### src/rtl/fbmvn_pkg.sv
// Shared types and constants of the fractal value noise core.
package fbmvn_pkg;

  // Widths of the running accumulators and of the frequency word.
  localparam int SUM_W  = 38;
  localparam int NORM_W = 21;
  localparam int FREQ_W = 48;

  // Hash mixing constants.
  localparam logic [31:0] HASH_C0 = 32'h9E3779B9;
  localparam logic [31:0] HASH_CX = 32'hC2B2AE35;
  localparam logic [31:0] HASH_CY = 32'h27D4EB2F;
  localparam logic [31:0] HASH_M1 = 32'h85EBCA77;
  localparam logic [31:0] HASH_M2 = 32'hC2B2AE3D;
  localparam int          SEED_STEP = 131;

  // Starting frequency (1.0 in Q32.16) and amplitude (0.5 in Q0.16).
  localparam logic [FREQ_W-1:0] FREQ_ONE  = 48'd65536;
  localparam logic [15:0]       AMP_START = 16'd32768;

  // Register indexes on the configuration port.
  localparam logic [1:0] REG_OCTAVES = 2'd0;
  localparam logic [1:0] REG_LACUN   = 2'd1;
  localparam logic [1:0] REG_GAIN    = 2'd2;
  localparam logic [1:0] REG_SEED    = 2'd3;

  // Register reset values.
  localparam logic [3:0]  OCTAVES_RST = 4'd4;
  localparam logic [15:0] LACUN_RST   = 16'd8192;
  localparam logic [15:0] GAIN_RST    = 16'd32768;
  localparam logic [31:0] SEED_RST    = 32'd0;

  // Configuration seen by every octave cell.
  typedef struct packed {
    logic [15:0] lacunarity;
    logic [15:0] gain;
    logic [31:0] base_seed;
  } cfg_t;

  // Item handed from one octave cell to the next.
  typedef struct packed {
    logic signed [31:0]     x;
    logic signed [31:0]     y;
    logic [FREQ_W-1:0]      freq;
    logic [15:0]            amp;
    logic signed [SUM_W-1:0] sum;
    logic [NORM_W-1:0]      norm;
  } item_t;

endpackage

### src/rtl/fbmvn_div.sv
// Pipelined normalizer: sum / (2 * norm), truncated toward zero and saturated; zero when norm is zero.
module fbmvn_div (
  input  logic                                 clk,
  input  logic                                 rst,
  input  logic                                 en,
  input  logic                                 in_vld,
  input  logic signed [fbmvn_pkg::SUM_W-1:0]   sum,
  input  logic [fbmvn_pkg::NORM_W-1:0]         norm,
  output logic                                 out_vld,
  output logic [15:0]                          out_value
);

  localparam int SW = fbmvn_pkg::SUM_W;
  localparam int DW = fbmvn_pkg::NORM_W + 1;
  localparam int QB = 17;
  localparam int RW = SW + 1;

  logic [QB+1:0]  vld;
  logic [SW-1:0]  rem  [0:QB];
  logic [QB-1:0]  quo  [0:QB];
  logic [DW-1:0]  dvs  [0:QB];
  logic           neg  [0:QB];
  logic           zero [0:QB];
  logic [15:0]    res;

  // Valid bits of the divider stages and the output register.
  always_ff @(posedge clk) begin
    if (rst) begin
      vld <= '0;
    end else if (en) begin
      vld <= {vld[QB:0], in_vld};
    end
  end

  assign out_vld = vld[QB+1];

  // Entry stage: magnitude, sign and divisor.
  always_ff @(posedge clk) begin
    if (en) begin
      neg[0]  <= sum[SW-1];
      zero[0] <= (norm == '0);
      rem[0]  <= sum[SW-1] ? SW'(-sum) : SW'(sum);
      quo[0]  <= '0;
      dvs[0]  <= {norm, 1'b0};
    end
  end

  // One quotient bit per stage, most significant first.
  for (genvar j = 0; j < QB; j++) begin : g_step
    localparam int K = QB - 1 - j;
    logic [RW-1:0] dk;
    logic          ge;

    always_comb begin
      dk = RW'(dvs[j]) << K;
      ge = ({1'b0, rem[j]} >= dk);
    end

    always_ff @(posedge clk) begin
      if (en) begin
        rem[j+1]  <= ge ? (rem[j] - dk[SW-1:0]) : rem[j];
        quo[j+1]  <= quo[j] | (QB'(ge) << K);
        dvs[j+1]  <= dvs[j];
        neg[j+1]  <= neg[j];
        zero[j+1] <= zero[j];
      end
    end
  end

  // Sign and saturation.
  always_comb begin
    if (zero[QB]) begin
      res = '0;
    end else if (neg[QB]) begin
      res = (quo[QB] > QB'(32768)) ? 16'h8000 : 16'(-quo[QB]);
    end else begin
      res = (quo[QB] > QB'(32767)) ? 16'h7FFF : quo[QB][15:0];
    end
  end

  always_ff @(posedge clk) begin
    if (en) begin
      out_value <= res;
    end
  end

endmodule

### config.mk
export PLATFORM = sky130hd
export DESIGN_NAME = fbmvn_div
export DESIGN_NICKNAME = d
export VERILOG_FILES = /design/src/rtl/fbmvn_pkg.sv /design/src/rtl/fbmvn_div.sv
export SDC_FILE = /design/constraint.sdc
export NUM_CORES = 2
export LEC_CHECK = 0
export BUFFER_PORTS_ARGS = -buffer_cell sky130_fd_sc_hd__buf_2
export CAP_MARGIN = 20
export CORE_ASPECT_RATIO = 1.2
export CORE_MARGIN = 5
export CORE_UTILIZATION = 61
export CTS_CLUSTER_DIAMETER = 60
export DETAILED_ROUTE_END_ITERATION = 12
export GPL_TIMING_DRIVEN = 0
export PLACE_DENSITY = 0.89
export SETUP_SLACK_MARGIN = 0.02
export SLEW_MARGIN = 15
export SYNTH_ARGS = -nofsm -noshare
export SYNTH_HDL_FRONTEND = slang
export SYNTH_SLANG_ARGS = --single-unit
export TNS_END_PERCENT = 50
### constraint.sdc
create_clock -name clk -period 4.45 [get_ports clk]
set_input_delay 1.335 -clock clk [delete_from_list [all_inputs] [get_ports clk]]
set_output_delay 1.335 -clock clk [all_outputs]
set_load 0.01 [all_outputs]
### After elaboration in Yosys (flattened, before gate mapping)

Memories as Yosys holds them, arrays and structs flattened.
Cells that the tools add are included.

| operators by class | value |
|---|---|
| $lt $le $gt $ge | 19 |
| multiplexer cells | 23 |
| reduce and logical (&&, ||, !) cells | 1 |
| $add $sub $neg | 19 |
| bitwise operators | 17 |

Operator list:

| cell | count |
|---|---|
| 38-bit two-way mux | 18 |
| 16-bit two-way mux | 3 |
| 38-bit by 22-bit >= comparator with 1-bit output | 1 |
| 38-bit by 23-bit >= comparator with 1-bit output | 1 |
| 38-bit by 24-bit >= comparator with 1-bit output | 1 |
| 38-bit by 25-bit >= comparator with 1-bit output | 1 |
| 38-bit by 26-bit >= comparator with 1-bit output | 1 |
| 38-bit by 27-bit >= comparator with 1-bit output | 1 |
| 38-bit by 28-bit >= comparator with 1-bit output | 1 |
| 38-bit by 29-bit >= comparator with 1-bit output | 1 |
| 38-bit by 30-bit >= comparator with 1-bit output | 1 |
| 38-bit by 31-bit >= comparator with 1-bit output | 1 |
| 38-bit by 32-bit >= comparator with 1-bit output | 1 |
| 38-bit by 33-bit >= comparator with 1-bit output | 1 |
| 38-bit by 34-bit >= comparator with 1-bit output | 1 |
| 38-bit by 35-bit >= comparator with 1-bit output | 1 |
| 38-bit by 36-bit >= comparator with 1-bit output | 1 |
| 38-bit by 37-bit >= comparator with 1-bit output | 1 |
| 38-bit >= comparator | 1 |
| 38-bit negator | 1 |
| 38-bit by 22-bit subtractor with 38-bit output | 1 |
| 38-bit by 23-bit subtractor with 38-bit output | 1 |
| 38-bit by 24-bit subtractor with 38-bit output | 1 |
| 38-bit by 25-bit subtractor with 38-bit output | 1 |
| 35 further kinds | 36 |

| word-level totals | value |
|---|---|
| output and inout bits | 17 |
| input port bits | 63 |
| memories | 5 |
| memory bits (writable) | 1422 |
| register bits | 35 |
| word-level logic and storage cells | 86 |

Memories:

| name | words | width | rd ports | clocked after memory_dff | wr ports | line | source |
|---|---|---|---|---|---|---|---|
| rem | 18 | 38 | 17 | 0 | 18 | fbmvn_div.sv:19 | `logic [SW-1:0] rem [0:QB];` |
| dvs | 18 | 22 | 17 | 0 | 18 | fbmvn_div.sv:21 | `logic [DW-1:0] dvs [0:QB];` |
| quo | 18 | 17 | 18 | 0 | 18 | fbmvn_div.sv:20 | `logic [QB-1:0] quo [0:QB];` |
| neg | 18 | 1 | 18 | 0 | 18 | fbmvn_div.sv:22 | `logic neg [0:QB];` |
| zero | 18 | 1 | 18 | 0 | 18 | fbmvn_div.sv:23 | `logic zero [0:QB];` |

### Depth between registers and ports, before layout

An unclocked memory read counts as a cell.

| logic depth | value |
|---|---|
| depth after elaboration | 4 |
| gate-level depth with buffers | 14 |
| depth with buffers taken out | 13 |

### Least setup slack after synthesis

Ideal clock, no wire load.

| timing | value |
|---|---|
| kind | in2reg |
| start point | input sum[3] in the netlist's numbering |
| end point | memory rem[0][23] in the netlist's numbering, data pin |
| stages on the path | 7 |
| setup time | 260 ps |
| setup slack | 523 ps |
| path buffers | 0 |
| data arrival time | 3667 ps |
| data required time | 4190 ps |
| cells stage by stage | or3_4 or4_4 or4_4 or4_4 or3_4 o31ai_2 xnor2_1 |

RTL lines:

| what | line | source |
|---|---|---|
| start: declaration | fbmvn_div.sv:7 | `input logic signed [fbmvn_pkg::SUM_W-1:0] sum,` |
| end: declaration | fbmvn_div.sv:19 |  |

==> out/metrics.csv <==
stage;metric;value;unit
status;outcome;finished, final reports clean;
worst_setup_path;crit_type;reg -> reg;
placed_design;place_congestion;1.01;
timing;max_freq;225;MHz
worst_hold_path;hp-class;reg -> reg;
route;antenna_left;0;
synth;yosysSeqAreaShare;57.9;%
power;clkPwrFrac;23.2;%
power;p_int;27.7;mW
clocking;cts.sinks;1227;
die;initial_core_util;61.4;%
power;total_power;42.3;mW
power;switching_share;34.5;%
worst_setup_path;end_kind;flip-flop;
route;vias;42400;
final_layout;postLayoutCoreUtil;67.4;%
final_layout;fin_area;69500;sq um
worst_setup_path;rrSetupSlack;0.004;ns
die;pin_count;80;
grt;first_global_vias;44500;
final_layout;n_fill_cell;7062;
die;die_area;110000;sq um
die;core;103000;sq um
worst_setup_path;worstPathRequired;4.93;ns
final_layout;area_delta_synth_final;9.81;%
clocking;htreeDepth;3;
grt;grt_max_degree;165;
clocking;insertion_delay;0.76;ns
synth;synthCells;5293;
worst_setup_path;cp-startpoint;dvs[13][20];
final_layout;fin_cells;6974;
power;p_leak;26.6;nW
timing;setup_tns;0;ns
timing;setup_viol;0;
final_layout;drive_gt1_share;8.04;%
route;drc;0;
power;combPwrFrac;35.7;%
timing;fin_skew;0.0720;ns
synth;syn_avg_cell_area;12.0;sq um
final_layout;nets;5939;
placed_design;dp_slack;-0.575;ns
final_layout;diodes;0;
route;wl_per_cell;21.2;um
flow_run;cap_viol_max_count;0;
power;peakVddDrop;0.396;mV
power;pwr-share-seq;41.1;%
power;power_density;609;nW/um^2
timing;holdWs;0.412;ns
synth;synth_area;63300;sq um
clocking;clockRootBuffer;clkbuf_16;
clocking;cts_tree;built;
clocking;cts_made_buffers;119;
synth;syn-num-nets;5732;
timing;drv_slew;0;
timing;worst_pin_slew;1.17;ns
clocking;clockBufferDepth;3;
worst_setup_path;arrival;4.92;ns
final_layout;regArea;36700;sq um
placed_design;dp.cells;6754;
placed_design;hpwl;113000;um
route;wl;148000;um
route;drtIter0Drc;2908;
route;vias_per_cell;6.09;
timing;period_needed;4.45;ns
worst_setup_path;r2r_cells;12;
clocking;clkSlewWorstSetupHoldPaths;0.07;ns
synth;synthArstFlopShare;0;%
synth;synth_ff_type;edfxtp_1;
power;p_sw;14.6;mW
die;rows;129;
timing;rsz0062_at_grt;yes;
grt;grt_overflow;0;
synth;yosysWarnings;0;
placed_design;place_area;65600;sq um
grt;antenna_found_initial;0;
grt;grt_pass1_wl;230000;um
worst_setup_path;r2r-end;rem[14][26];
final_layout;layout_commonest_cell;edfxtp_1;
die;die-height;363;um
final_layout;multi_input_area;24500;sq um
synth;synth-edff-count;1208;
worst_setup_path;rr_startpoint;dvs[13][20];
clocking;hold_buffers;0;
worst_setup_path;start_kind;flip-flop;
timing;post-route-period-util;99.9;%
worst_setup_path;endpoint;rem[14][26];
placed_design;io_buffers;78;
timing;timing.final.ws_setup;0.00423;ns
route;dr.pass1.iters;6;
grt;grt_usage;26.4;%
synth;synth-seq-cells;1227;
timing;maxSlewHeadroom;21.8;%
timing;hold_violations;0;
final_layout;mostFrequentLayoutCells;edfxtp_1 (1208), inv_1 (470), a21oi_1 (412), nor2_1 (365), ha_1 (360);
synth;synth.distinct_cells;87;
die;die_w;304;um
worst_setup_path;cp_max_fo;10;
## final cells by class
class	instances	share of cell area [%]
plain buffers	105	0.596
clock inverters	81	1.11
well taps	1375	2.48
repair buffers	88	0.893
multi-input cells	3487	35.2
inverters	472	2.55
flip-flops and latches	1227	52.7
clock buffers	139	4.39
## metal layers
| metal | global-route usage, % | routed length, um | vias up |
|---|---|---|---|
| li1 | - | - | 20200 |
| met1 | 21.9 | 44600 | 20200 |
| met2 | 53.3 | 82600 | 1419 |
| met3 | 3.37 | 5700 | 638 |
| met4 | 23.0 | 15200 | 0 |
| met5 | 0 | 0 | - |
## repair_timing
action,in CTS,in global routing
endpoints found under the setup margin,70,39
setup buffers,2,0
gates resized for setup,9,8
pin swaps,1,0
## cell usage after synthesis, drive strengths merged, types with 74 or more instances
cell,n,share of area [%]
a21o,105,1.2
a21oi,413,3.3
clkbuf,91,0.54
edfxtp,1208,57
ha,360,7.1
inv,472,2.8
mux2,105,1.9
nand2,299,1.8
nor2,365,2.2
nor3,124,0.99
nor4,74,0.74
o21ai,255,2.0
xnor2,247,3.4
xor2,159,2.2
## kinds of logic after synthesis
family / Yosys count / share of synthesized area, %
and+or+nand+nor: 1354 / 10.9
muxes: 136 / 2.36
adders and majority gates: 376 / 7.62
DFF: 1227 / 57.9
buffers and inverters: 579 / 3.45
xor gates and xnor gates: 406 / 5.62
AOI/OAI and AO/OA: 1215 / 12.1
## power groups by stage
stage / Clock [mW] / Combinational, mW / Sequential (mW)
after floorplan: 0 / 11.3 / 17.0
after CTS: 9.97 / 14.9 / 17.3
after detailed placement: 0 / 14.8 / 17.6
after global routing: 10.5 / 16.6 / 17.6
final: 9.82 / 15.1 / 17.4
after global placement: 0 / 14.3 / 17.9
## state kept, by name (all words and copies together), names as in the netlist
name / count
zero: 18
out_value: 16
dvs: 357
rem: 646
quo: 153
neg: 18
vld: 19
## critical path: stages (launching register included)
cell	delay (ns)
edfxtp_1	0.36
inv_1	0.05
ha_1	0.38
nand4b_1	0.20
or3_1	0.53
nor4_2	0.64
o21ba_2	0.24
o21a_1	0.16
clkbuf_1	0.36
inv_2	0.26
clkbuf_1	0.54
o211ai_1	0.28
xnor2_1	0.18
## how the worst min path moves through the flow
stage / from / to / slack (ns) / cells after the start
finish: zero[13] / zero[14] / 0.41 / 0
global route: quo[13][14] / quo[14][14] / 0.42 / 0
CTS: dvs[13][13] / dvs[14][13] / 0.41 / 0
detailed placement: quo[9][15] / quo[10][15] / 0.40 / 0
global placement: neg[14] / neg[15] / 0.40 / 0
floorplan: neg[9] / neg[10] / 0.40 / 0
Note: power is estimated with default switching activity, not from simulation.
